### src/hw/rtl/cigp_pkg.sv
package cigp_pkg;

	localparam int NumPorts = 3;
	localparam int PortIdxW = 2;

	// Port that carries the three-button pad; a value of three leaves every port without one.
	localparam logic [PortIdxW-1:0] PadPort = 2'd0;

	localparam logic [7:0] ConnectedMask = 8'h7F;
	localparam logic [7:0] LatchReset    = 8'h7F;
	localparam logic [7:0] UnmappedRead  = 8'hFF;

	localparam logic [3:0] AddrData0 = 4'h3;
	localparam logic [3:0] AddrData1 = 4'h5;
	localparam logic [3:0] AddrData2 = 4'h7;
	localparam logic [3:0] AddrDir0  = 4'h9;
	localparam logic [3:0] AddrDir1  = 4'hB;
	localparam logic [3:0] AddrDir2  = 4'hD;

	typedef enum logic {
		REQ_READ  = 1'b0,
		REQ_WRITE = 1'b1
	} req_type_t;

	typedef enum logic [1:0] {
		ACC_DATA,
		ACC_DIR,
		ACC_NONE
	} acc_kind_t;

	typedef struct packed {
		logic       req_type;
		logic [3:0] addr;
		logic [7:0] wdata;
		logic [7:0] buttons;
	} req_t;

	typedef struct packed {
		logic [7:0] rdata;
		logic       unmapped;
	} rsp_t;

	typedef struct packed {
		logic [7:0] latch;
		logic [7:0] dir;
		logic       th;
		logic       has_pad;
	} port_view_t;

endpackage

### src/hw/rtl/console_io_port_gamepad_top.sv
// Register block for three 8-bit console I/O ports, each with a data latch, a direction
// register and a latched TH select line, with a three-button pad wired to one port. Each
// request passes an input register and then a result register: the response is loaded as the
// request leaves the input register, which holds it while an earlier response waits unaccepted.
// A new request can be taken in every cycle while the response side keeps up. Register
// writes take effect in the cycle the request leaves the input register, so each request sees
// the effect of all earlier ones.
module console_io_port_gamepad_top
	import cigp_pkg::*;
(
	input  logic clk,
	input  logic arst_n,
	input  logic req_valid,
	output logic req_ready,
	input  req_t req,
	output logic rsp_valid,
	input  logic rsp_ready,
	output rsp_t rsp
);

	logic                valid_s1;
	req_t                req_s1;
	logic                advance;

	logic [7:0]          data_latch_q [NumPorts];
	logic [7:0]          direction_q  [NumPorts];
	logic [NumPorts-1:0] select_q;

	logic [3:0]          addr_f;
	acc_kind_t           kind;
	logic [PortIdxW-1:0] port_idx;
	port_view_t          view;
	logic [7:0]          port_data;
	rsp_t                rsp_d;
	logic                is_write;

	assign advance   = !rsp_valid || rsp_ready;
	assign req_ready = !valid_s1 || advance;
	assign addr_f    = req_s1.addr | 4'h1;
	assign is_write  = (req_s1.req_type == REQ_WRITE);

	always_comb begin
		kind     = ACC_NONE;
		port_idx = '0;
		unique case (addr_f)
			AddrData0: begin kind = ACC_DATA; port_idx = 2'd0; end
			AddrData1: begin kind = ACC_DATA; port_idx = 2'd1; end
			AddrData2: begin kind = ACC_DATA; port_idx = 2'd2; end
			AddrDir0:  begin kind = ACC_DIR;  port_idx = 2'd0; end
			AddrDir1:  begin kind = ACC_DIR;  port_idx = 2'd1; end
			AddrDir2:  begin kind = ACC_DIR;  port_idx = 2'd2; end
			default:   begin kind = ACC_NONE; port_idx = '0;   end
		endcase
	end

	always_comb begin
		view.latch   = data_latch_q[port_idx];
		view.dir     = direction_q[port_idx];
		view.th      = select_q[port_idx];
		view.has_pad = (port_idx == PadPort);
	end

	cigp_port_read u_port_read (
		.port    (view),
		.buttons (req_s1.buttons),
		.data    (port_data)
	);

	always_comb begin
		rsp_d.rdata    = 8'h00;
		rsp_d.unmapped = 1'b0;
		case (kind)
			ACC_DATA: rsp_d.rdata = is_write ? 8'h00 : port_data;
			ACC_DIR:  rsp_d.rdata = is_write ? 8'h00 : view.dir;
			default: begin
				rsp_d.unmapped = 1'b1;
				rsp_d.rdata    = is_write ? 8'h00 : UnmappedRead;
			end
		endcase
	end

	always_ff @(posedge clk or negedge arst_n) begin
		if (!arst_n) begin
			valid_s1  <= 1'b0;
			rsp_valid <= 1'b0;
			select_q  <= '0;
			for (int i = 0; i < NumPorts; i++) begin
				data_latch_q[i] <= LatchReset;
				direction_q[i]  <= 8'h00;
			end
		end else begin
			if (req_ready) begin
				valid_s1 <= req_valid;
			end
			if (advance) begin
				rsp_valid <= valid_s1;
			end
			if (valid_s1 && advance && is_write) begin
				if (kind == ACC_DATA) begin
					data_latch_q[port_idx] <= req_s1.wdata;
					select_q[port_idx]     <= req_s1.wdata[6] & view.dir[6];
				end else if (kind == ACC_DIR) begin
					direction_q[port_idx] <= req_s1.wdata;
				end
			end
		end
	end

	always_ff @(posedge clk) begin
		if (req_ready && req_valid) begin
			req_s1 <= req;
		end
		if (advance && valid_s1) begin
			rsp <= rsp_d;
		end
	end

endmodule

### src/hw/rtl/cigp_port_read.sv
module cigp_port_read
	import cigp_pkg::*;
(
	input  port_view_t port,
	input  logic [7:0] buttons,
	output logic [7:0] data
);

	logic [7:0] pressed;
	logic [7:0] lines;
	logic [7:0] in_mask;

	always_comb begin
		pressed      = 8'h00;
		pressed[1:0] = buttons[1:0];
		if (port.th) begin
			pressed[3:2] = buttons[3:2];
			pressed[4]   = buttons[6];
			pressed[5]   = buttons[7];
		end else begin
			pressed[3:2] = 2'b11;
			pressed[4]   = buttons[5];
			pressed[5]   = buttons[4];
		end
		lines   = port.has_pad ? ~pressed : 8'hFF;
		in_mask = ~port.dir & ConnectedMask;
		data    = (lines & in_mask) | (port.latch & ~in_mask);
	end

endmodule
### config.mk
export PLATFORM = sky130hd
export DESIGN_NAME = console_io_port_gamepad_top
export DESIGN_NICKNAME = d
export VERILOG_FILES = /design/src/hw/rtl/cigp_pkg.sv /design/src/hw/rtl/console_io_port_gamepad_top.sv /design/src/hw/rtl/cigp_port_read.sv
export SDC_FILE = /design/constraint.sdc
export NUM_CORES = 1
export LEC_CHECK = 0
export BUFFER_PORTS_ARGS = -buffer_cell sky130_fd_sc_hd__buf_2
export CORE_MARGIN = 1.5
export CORE_UTILIZATION = 55
export CTS_BUF_LIST = sky130_fd_sc_hd__clkbuf_8
export DETAILED_ROUTE_END_ITERATION = 8
export PLACE_DENSITY = 0.75
export SYNTH_ARGS = -nofsm -noshare
export SYNTH_HDL_FRONTEND = slang
export SYNTH_SLANG_ARGS = --single-unit
### constraint.sdc
create_clock -name clk -period 3.5 [get_ports clk]
set_clock_uncertainty 0.15 [all_clocks]
set_input_delay 0.875 -clock clk [delete_from_list [all_inputs] [get_ports clk]]
set_output_delay 0.875 -clock clk [all_outputs]
set_load 0.01 [all_outputs]
==> results of run 1 <==
layer usage:
metal / up-vias / wire [um] / global-route usage (%)
li1: 1262 / - / -
met1: 1327 / 3756 / 32.37
met2: 77 / 4366 / 39.83
met3: 13 / 599 / 6.437
met4: 0 / 148 / 8.523
met5: - / 0 / 0
synthesized netlist by cell type, types with 3 or more instances:
library cell / number
a211o_1: 6
a21oi_1: 4
a22o_1: 3
a311oi_1: 4
a31oi_1: 5
and2_1: 4
and3_1: 6
buf_4: 5
buf_6: 5
dfrtp_1: 32
dfstp_2: 21
edfxtp_1: 29
inv_1: 9
mux2_2: 51
mux2i_1: 16
nand2_1: 18
nand2b_1: 9
nor2_1: 19
nor2_2: 5
nor3_1: 3
o21ai_0: 5
o21ai_1: 3
o31ai_1: 3
o32ai_1: 6
worst paths after layout:
check | from | to | slack, ns
setup / recovery | addr_f[3] | rsp[3] | 0.70
hold / removal | valid_s1 | rsp_valid | 0.33
setup reg to reg | addr_f[3] | rsp[3] | 0.70
hold reg to reg | valid_s1 | rsp_valid | 0.33
max in group asynchronous | arst_n | direction_q[12] | 2.30
min in group asynchronous | arst_n | rsp_valid | 0.46
area by class of cell:
cell class	instances	area [um^2]
fillers	569	2671
flip-flops and latches	82	2223
multi-input cells	205	1647
repair buffers	47	267.8
clock buffers	9	123.9
well taps	99	123.9
clock inverters	7	81.33
inverters	10	37.54
kinds of logic (layout without fill, tap and decap cells):
kind of cell,count (synthesis),in the layout,synth area share (%)
AND/OR/NAND/NOR,76,76,10.16
flip-flops,82,82,55.22
buffers and inverters,23,73,3.884
AO/OA/AOI/OAI,62,62,12.49
multiplexers,67,67,18.24
flip-flops by register name, indices dropped and copies added, names as in the netlist:
name / count
data_latch_q: 24
direction_q: 24
req_s1: 16
rsp: 9
addr_f: 3
select_q: 3
is_write: 1
rsp_valid: 1
valid_s1: 1
report_power, final:
group	total [mW]	internal [mW]	leakage [nW]	switching, mW
Combinational	0.517	0.278	0.885	0.240
Sequential	1.39	1.25	0.898	0.145
Clock	0.714	0.343	0.107	0.371
==> metrics.md, run 1 <==
| Metric | Value |
|---|---|
| First-pass GRT wire length | `13830 um` |
| Diode count | `0` |
| Post-Route Setup TNS | `0 ns` |
| Slew HR | `49.68%` |
| Synthesized Nets | `335` |
| Crit path time final | `2.796 ns` |
| DRC marker count from the first detailed-route iteration | `206` |
| Vias | `2679` |
| Area share of the largest cell type after synthesis | `21.63%` |
| Final core utilization | `62.77%` |
| Area delta synth->final | `11.87%` |
| Final period util | `79.88%` |
| #FFs+latches synth | `82` |
| Syn Area/Cell | `12.99 um^2` |
| Family with the most delay on the worst path | `flip-flops` |
| CTS tree | `done` |
| Most used flip-flop cell after synthesis | `dfrtp_1` |
| Yosys warning total | `0` |
| Initial antenna violation count | `0` |
| Crit path DAT | `2.76 ns` |
| Htree depth | `3` |
| Clk buf depth | `2` |
| Via density | `5.837` |
| Post-CTS setup buffers | `0` |
| Status | `finished clean` |
| Design Power | `2.626 mW` |
| WS Path Type | `register to register` |
| Sequential element share of the synthesized area | `55.22%` |
| Pins Over Slew Limit | `0` |
| Final hold viol count | `0` |
| Remaining DRCs | `0` |
| Pre-Repair DR Iteration Count | `5` |
| Critical Path Max Stage Delay | `0.83 ns` |
| Synth area leaders | `edfxtp_1 (22%), dfrtp_1 (20%), mux2_2 (14%)` |
| DP Wirelength | `5890 um` |
| HP Class | `register to register` |
| Clk_lat worst skew | `0.36 ns` |
| Synth unique cells | `53` |
| Largest net degree at the start of global routing | `54` |
| Design Area, Final | `4504 um^2` |
| Root cell of the clock tree | `clkbuf_8` |
| Post-synth EDFFs | `29` |
| # port buffers | `34` |
| # setup viols final | `0` |
| Share of post-route cells with drive strength above 1 | `42.78%` |
| Syn Inst Count | `310` |
| Power Density | `583.1 nW/um^2` |
| Die Ht | `88.56 um` |
| Final non-filler cell total | `459` |
| CTS clk-pin slew, worst paths | `0.09 ns` |
| Starting Density | `56.11%` |
| Detail Route Antenna Nets | `0` |
| Reg2Reg Depth | `5` |
| Ys async rst share | `64.63%` |
| Leading area contributor after synthesis | `edfxtp_1` |
| WL/cell | `19.32 um` |
| Die X-Extent | `88.56 um` |
| Nets | `380` |
| Worst hold slack | `0.3311 ns` |
| Io pins | `36` |
| Worst path cell trace | `buf_4 -> a21boi_0 -> nor2_1 -> o211ai_1 -> a221o_1` |
| Worst slew pin tran | `0.7521 ns` |
| DRT Wirelength | `8870 um` |
| # rows | `31` |
| Crit-path max FO | `16` |
| WP buf/inv | `1` |
| Placed cells | `443` |
| Max Freq | `357.7 MHz` |
| Levels on crit path | `5` |
| Maximum vdd ir drop | `0.0002717 V` |
| Die ar. | `7843 um^2` |
| Hold path depth | `1` |
| Netlist Area Pre-Place | `4026 um^2` |
| Total CTS buffers | `9` |
| P_leak | `1.890 nW` |
| Setup ws final | `0.7044 ns` |
| Pre-CTS setup slack | `0.6374 ns` |
| Vias in the first global route | `2621` |
| RSZ-0062 raised after global routing | `false` |
| Grt ovf | `0` |
| # Max-Cap Violations | `0` |
| Dpl cell area | `4299 um^2` |
| Leading cell types in the layout, fill and taps excluded | `mux2_2 (51), buf_2 (34), dfrtp_1 (32), edfxtp_1 (29), dfstp_2 (21)` |
| WP data required | `3.46 ns` |
| Startpoint Class | `register` |
| Worst Setup End Kind | `register` |
| Commonest non-fill, non-tap cell in the layout | `mux2_2` |
| CTS Sinks | `82` |
| CTS resizes | `0` |
| CP max-delay cell | `edfxtp_1` |
| Total GRT Usage | `24.62%` |
| CTS Hold Buffers Added | `0` |
| Final Wtd Congestion | `0.8609` |
| Core Area | `7176 um^2` |
No activity file was read; power rests on OpenSTA's default activity.
==> run 2: changes to the inputs <==
==> constraint.sdc (replaced) <==
create_clock -name clk -period 2.88 [get_ports clk]
set_clock_uncertainty 0.15 [all_clocks]
set_input_delay 0.72 -clock clk [delete_from_list [all_inputs] [get_ports clk]]
set_output_delay 0.72 -clock clk [all_outputs]
set_load 0.01 [all_outputs]
==> run 2 against run 1 <==
  * Clock power up 19%
  * Register-to-register slack worse by 0.30 ns
  * Die area unchanged
  * Critical path depth unchanged
  * Critical path type unchanged
  * Largest cell class unchanged
==> metrics.md, run 2 (synthesis gave the netlist of run 1 again) <==
| Metric | Value |
|---|---|
| Status | `finished clean` |
| CTS Sinks | `82 (unchanged)` |
| CTS Hold Buffers Added | `0 (unchanged)` |
| Grt ovf | `0 (unchanged)` |
| Die Ht | `88.56 um (unchanged)` |
| Crit path time final | `2.480 ns (-0.3156 ns)` |
| Dpl cell area | `4397 um^2 (+2.3%)` |
| WS Path Type | `register to register` |
| WP data required | `2.84 ns (-0.62 ns)` |
| # setup viols final | `0 (unchanged)` |
| Diode count | `0 (unchanged)` |
| CTS clk-pin slew, worst paths | `0.08 ns (about the same)` |
| CTS resizes | `0 (unchanged)` |
| P_leak | `1.940 nW (+2.7%)` |
| Die ar. | `7843 um^2 (unchanged)` |
| Io pins | `36 (unchanged)` |
| Vias | `2725 (+1.7%)` |
| Detail Route Antenna Nets | `0 (unchanged)` |
| Worst slew pin tran | `0.7155 ns (-0.03661 ns)` |
| # port buffers | `34 (unchanged)` |
| Vias in the first global route | `2675 (+2.1%)` |
| Top Registers | `data_latch_q x24, direction_q x24, req_s1 x16` |
| Startpoint Class | `register` |
| Total CTS buffers | `9 (unchanged)` |
| Crit-path max FO | `35 (+19)` |
| Power Density | `690.9 nW/um^2 (+19%)` |
| Final period util | `86.11% (+6.2 points)` |
| Max Freq | `403.2 MHz (+13%)` |
| Die X-Extent | `88.56 um (unchanged)` |
| Initial antenna violation count | `0 (unchanged)` |
| Pre-CTS setup slack | `0.2408 ns (-0.3966 ns)` |
| HP Class | `input port to asynchronous set/reset pin` |
| Starting Density | `56.11% (unchanged)` |
| Clk_lat worst skew | `0.36 ns (about the same)` |
| Critical Path Max Stage Delay | `0.61 ns (-0.22 ns)` |
| Worst path cell trace | `buf_12 -> a21boi_0 -> nor2_1 -> o211ai_1 -> a221o_1` |
| Worst Setup End Kind | `register` |
| # Max-Cap Violations | `0 (unchanged)` |
| Pre-Repair DR Iteration Count | `4 (-1)` |
| CTS tree | `done` |
| Pins Over Slew Limit | `0 (unchanged)` |
| CP max-delay cell | `edfxtp_1` |
| Final hold viol count | `0 (unchanged)` |
| # rows | `31 (unchanged)` |
| DRC marker count from the first detailed-route iteration | `127 (-38%)` |
| First-pass GRT wire length | `14040 um (+1.5%)` |
| Remaining DRCs | `0 (unchanged)` |
| DRT Wirelength | `8762 um (-1.2%)` |
| Post-Route Setup TNS | `0 ns (unchanged)` |
| Core Area | `7176 um^2 (unchanged)` |
| Design Area, Final | `4597 um^2 (+2.1%)` |
| Slew HR | `51.98% (+2.3 points)` |
| Total GRT Usage | `24.79% (+0.18 points)` |
| Crit path DAT | `2.44 ns (-0.32 ns)` |
| Htree depth | `3 (unchanged)` |
| Setup ws final | `0.4000 ns (-0.3044 ns)` |
| Leading cell types in the layout, fill and taps excluded | `mux2_2 (51), buf_2 (34), dfrtp_1 (32), edfxtp_1 (29), dfstp_2 (21)` |
| Largest net degree at the start of global routing | `47 (-13%)` |
| Final Wtd Congestion | `0.8745 (+1.6%)` |
| Post-CTS setup buffers | `0 (unchanged)` |
| DP Wirelength | `6044 um (+2.6%)` |
| Final core utilization | `64.06% (+1.3 points)` |
| Root cell of the clock tree | `clkbuf_8` |
| Design Power | `3.176 mW (+21%)` |
| WL/cell | `18.76 um (-2.9%)` |
| Fill count | `567 (-0.35%)` |
| Clk buf depth | `2 (unchanged)` |
| Area delta synth->final | `14.17%` |
| RSZ-0062 raised after global routing | `false` |
| Share of post-route cells with drive strength above 1 | `43.75% (+0.97 points)` |
| Maximum vdd ir drop | `0.0003453 V (+27%)` |
| Nets | `388 (+2.1%)` |
| Via density | `5.835 (about the same)` |
| Commonest non-fill, non-tap cell in the layout | `mux2_2` |
run 2: cell type report:
cell class	count	area, um^2	area share, %
clock buffer	9	123.9	2.695
clock inverter	7	76.32	1.660
inverter	10	37.54	0.8165
multi-input combinational	205	1647	35.82
sequential	82	2223	48.37
tap	99	123.9	2.695
timing repair buffer	55	365.4	7.948
run 2: worst paths after layout:
check                      slack [ns]               to      start  cells past startpoint
min reg2reg                      0.35        rsp_valid   valid_s1                      1
max in group asynchronous        1.96  data_latch_q[6]     arst_n                      2
max                              0.40           rsp[4]  addr_f[3]                      5
min in group clk                 0.35        rsp_valid   valid_s1                      1
min                              0.05        rsp_valid     arst_n                      1
max reg2reg                      0.40           rsp[4]  addr_f[3]                      5
run 2: per-layer routing:
layer	up-vias	GRT usage, %	part of all wire (%)	routed length, um
li1	1269	-	-	-
met1	1341	33.31	44	3844
met2	94	36.99	47	4119
met3	21	7.183	6.2	544
met4	0	12.22	2.9	255
met5	-	0	0	0
run 2: per-stage QoR:
| step | hold slack [ns] | instances |
|---|---|---|
| floorplan | 0.2744 | 310 |
| global placement | 0.3079 | 451 |
| detailed placement | 0.3438 | 451 |
| CTS | 0.05090 | 467 |
| global route | 0.05011 | 467 |
| finish | 0.05171 | 467 |
run 2: worst max-delay path: cells and delay by family (launching register included):
family	cells	cell delay (ns)
AOI/OAI and AO/OA	3	0.66
DFF	1	0.61
buffers and inverters	1	0.27
and+or+nand+nor	1	0.52
run 2: power breakdown:
part / internal [mW] / switching [mW] / total, mW
sequential: 1.52 / 0.172 / 1.69
clock: 0.408 / 0.440 / 0.848
combinational: 0.344 / 0.293 / 0.637
==> run 3: changes to the inputs <==
--- a/config.mk
+++ b/config.mk
@@ -5,6 +5,7 @@
 export SDC_FILE = /design/constraint.sdc
 export NUM_CORES = 1
 export LEC_CHECK = 0
+export ABC_AREA = 1
 export BUFFER_PORTS_ARGS = -buffer_cell sky130_fd_sc_hd__buf_2
 export CORE_MARGIN = 1.5
 export CORE_UTILIZATION = 55
==> run 3 against run 2 <==
  * The flow now finishes with violations (design-rule violations)
  * Cell area is 8.9% lower
  * Combinational power is 21% higher
  * Wire length is 5.4% lower
  * Clock power is 13% lower
  * Synthesized area is 7.1% lower
  * Maximum frequency is 11% higher
  * Worst hold slack better by 0.089 ns
  * Sequential share of layout area is 4.7 points higher
  * Total power is 2.9% higher
  * Die area is 6.8% lower
  * Sequential power is 4% higher
  * Final cell count is 19% higher
  * Critical path type unchanged
==> metrics.md, run 3 <==
| Metric | Value |
|---|---|
| Total CTS buffers | `9 (unchanged)` |
| Power Density | `780.6 nW/um^2 (+13%)` |
| WP buf/inv | `1 (unchanged)` |
| Clk_lat worst skew | `0.36 ns (about the same)` |
| First-pass GRT wire length | `13670 um (-2.7%)` |
| Synth area leaders | `edfxtp_1 (23%), dfrtp_1 (21%), dfstp_2 (15%)` |
| Worst path cell trace | `nand2_1 -> inv_1 -> nand2_1 -> nand2_2 -> nor2_8 -> nand2_1 -> nand3_1 -> nand3_1 -> nand2_1 -> nand2_1` |
| Netlist Area Pre-Place | `3742 um^2 (-7.1%)` |
| CTS tree | `done` |
| Register share of total power | `54.0% (+0.7 points)` |
| Worst slew pin tran | `0.4866 ns (-0.2289 ns)` |
| RSZ-0062 raised after global routing | `false` |
| DRC marker count from the first detailed-route iteration | `279 (+120%)` |
| WL/cell | `14.90 um (-21%)` |
| Nets | `499 (+29%)` |
| CTS clk-pin slew, worst paths | `0.08 ns (about the same)` |
| Post-CTS setup buffers | `0 (unchanged)` |
| HP Class | `input port to asynchronous set/reset pin` |
| Switching power | `1.046 mW (+16%)` |
| Htree depth | `3 (unchanged)` |
| Post-synth EDFFs | `29 (unchanged)` |
| Io pins | `36 (unchanged)` |
| Core Area | `6459 um^2 (-10%)` |
| # port buffers | `34 (unchanged)` |
| Failing checks | `design-rule violations` |
| Sw Ratio | `32.00% (+3.5 points)` |
| Grt ovf | `0 (unchanged)` |
| CP dominant cell by count | `nand2_1` |
| Status | `finished with violations` |
| P_leak | `2.027 nW (+4.4%)` |
| DRT Wirelength | `8287 um (-5.4%)` |
| Design Power | `3.268 mW (+2.9%)` |
| Diode count | `0 (unchanged)` |
| Synthesized Nets | `455 (+36%)` |
| Area delta synth->final | `11.87%` |
| Die Ht | `85.49 um (-3.5%)` |
| Crit path time final | `2.227 ns (-0.2532 ns)` |
| Slew HR | `67.44% (+15 points)` |
| Pins Over Slew Limit | `0 (unchanged)` |
| Vias | `2972 (+9.1%)` |
| Critical Path Max Stage Delay | `0.51 ns (-0.10 ns)` |
| Remaining DRCs | `3 (+3)` |
| # setup viols final | `0 (unchanged)` |
| CTS Hold Buffers Added | `0 (unchanged)` |
| Ys async rst share | `64.63% (unchanged)` |
| WS Path Type | `register to register` |
| #FFs+latches synth | `82 (unchanged)` |
| Worst Setup End Kind | `register` |
| Die ar. | `7308 um^2 (-6.8%)` |
| Die X-Extent | `85.49 um (-3.5%)` |
| Yosys warning total | `0 (unchanged)` |
| Share of post-route cells with drive strength above 1 | `19.00% (-25 points)` |
| Family with the most delay on the worst path | `simple AND/OR/NAND/NOR gates` |
| Initial antenna violation count | `0 (unchanged)` |
| Most common cell in the netlist | `nand2_1` |
| Most used flip-flop cell after synthesis | `dfrtp_1` |
| Pre-Repair DR Iteration Count | `7 (+3)` |
| CTS resizes | `0 (unchanged)` |
| Pint | `2.222 mW (-2.2%)` |
| Area share of the largest cell type after synthesis | `23.27% (+1.6 points)` |
| Detail Route Antenna Nets | `0 (unchanged)` |
| Syn Area/Cell | `8.703 um^2 (-33%)` |
| Placed cells | `540 (+20%)` |
| Clk buf depth | `2 (unchanged)` |
| Crit path DAT | `2.19 ns (-0.25 ns)` |
| Vias in the first global route | `2787 (+4.2%)` |
| # Max-Cap Violations | `0 (unchanged)` |
| Post-Route Setup TNS | `0 ns (unchanged)` |
| Leading area contributor after synthesis | `edfxtp_1` |
| CP max-delay cell | `edfxtp_1` |
| Crit-path max FO | `14 (-60%)` |
| DP Wirelength | `5730 um (-5.2%)` |
| Final period util | `77.32% (-8.8 points)` |
| WP data required | `2.85 ns (about the same)` |
| # rows | `29 (-6.5%)` |
| Gate power share | `23.5% (+3.4 points)` |
| Synth unique cells | `27 (-49%)` |
| Largest net degree at the start of global routing | `21 (-55%)` |
| Startpoint Class | `register` |
| Leading cell types in the layout, fill and taps excluded | `nand2_1 (144), inv_1 (59), o21ai_0 (41), nand3_1 (34), buf_2 (34)` |
| Final Wtd Congestion | `0.9389 (+7.4%)` |
| Root cell of the clock tree | `clkbuf_8` |
| CTS Sinks | `82 (unchanged)` |
| Max Freq | `449.1 MHz (+11%)` |
| Starting Density | `57.94% (+1.8 points)` |
| Sequential element share of the synthesized area | `59.41% (+4.2 points)` |
| Synth cell count leaders | `nand2_1 (144), inv_1 (58), o21ai_0 (41), nand3_1 (34), dfrtp_1 (32)` |
| Final non-filler cell total | `556 (+19%)` |
| Total GRT Usage | `25.06% (+0.27 points)` |
| Maximum vdd ir drop | `0.0003853 V (+12%)` |
| Via density | `5.345 (-8.4%)` |
| Top Registers | `data_latch_q x24, direction_q x24, req_s1 x16` |
| Clock power share | `22.5% (-4.2 points)` |
| Syn Inst Count | `430 (+39%)` |
| Commonest non-fill, non-tap cell in the layout | `nand2_1` |
| Final hold viol count | `0 (unchanged)` |
## run 3: cell types whose count changed in the layout (fill, tap and decap cells not counted), moves of 9 or more
cell and delta:
mux2_2 -51, nand3_1 +34, o21ai_0 +36, buf_4 -11, nand2b_1 -9, mux2i_1 -16
inv_1 +49, nand2_1 +126, o21ai_1 +10
## run 3: path summary, 6_finish.rpt
kind	from	endpoint	slack, ns	depth (start not counted)
worst max-delay path	addr_f[2]	rsp[7]	0.65	10
worst min-delay path	arst_n	direction_q[16]	0.14	1
worst max register to register	addr_f[2]	rsp[7]	0.65	10
worst min register to register	direction_q[2]	direction_q[2]	0.34	2
max in group asynchronous	arst_n	data_latch_q[13]	1.74	2
min in group clk	direction_q[2]	direction_q[2]	0.34	2
## run 3: cell families after synthesis
kind of cell,Yosys count,share of synthesized area [%]
AND/OR/NAND/NOR,214,24.41
AO/OA/AOI/OAI,62,8.559
buffers and inverters,72,7.623
flip-flops,82,59.41
## run 3: routing by layer
layer / vias up / global-route usage, % / wire [um]
met4: 0 / 9.677 / 196
met2: 103 / 39.37 / 3938
li1: 1449 / - / -
met1: 1398 / 32.79 / 3624
met5: - / 0 / 0
met3: 22 / 7.782 / 528
## run 3: power groups by stage
stage | clock (mW) | sequential, mW | combinational, mW
3_5_place_dp | 0 | 1.78 | 0.756
3_3_place_gp | 0 | 1.77 | 0.728
5_1_grt | 0.788 | 1.80 | 0.888
4_1_cts | 0.744 | 1.76 | 0.762
6_report | 0.735 | 1.76 | 0.768
2_1_floorplan | 0 | 1.76 | 0.537
## run 3: metrics by stage
stage / hold slack (ns) / utilization (%) / cell area, um^2 / worst slack [ns]
floorplan: 0.2744 / - / 3742 / 0.9474
global placement: 0.3105 / 62.19 / 4016 / 0.6144
detailed placement: 0.3194 / 62.19 / 4016 / 0.5691
CTS: 0.1607 / 64.82 / 4187 / 0.6974
global route: 0.1692 / 64.82 / 4187 / 0.5141
finish: 0.1408 / 64.82 / 4187 / 0.6532
## run 3: area by class of cell
class	instances	area (um^2)
Multi-Input combinational cell	276	1234
Timing Repair Buffer	41	222.7
Fill cell	562	2272
Inverter	64	240.2
Sequential cell	82	2223
Tap cell	77	96.34
Clock buffer	10	137.6
Clock inverter	6	32.53
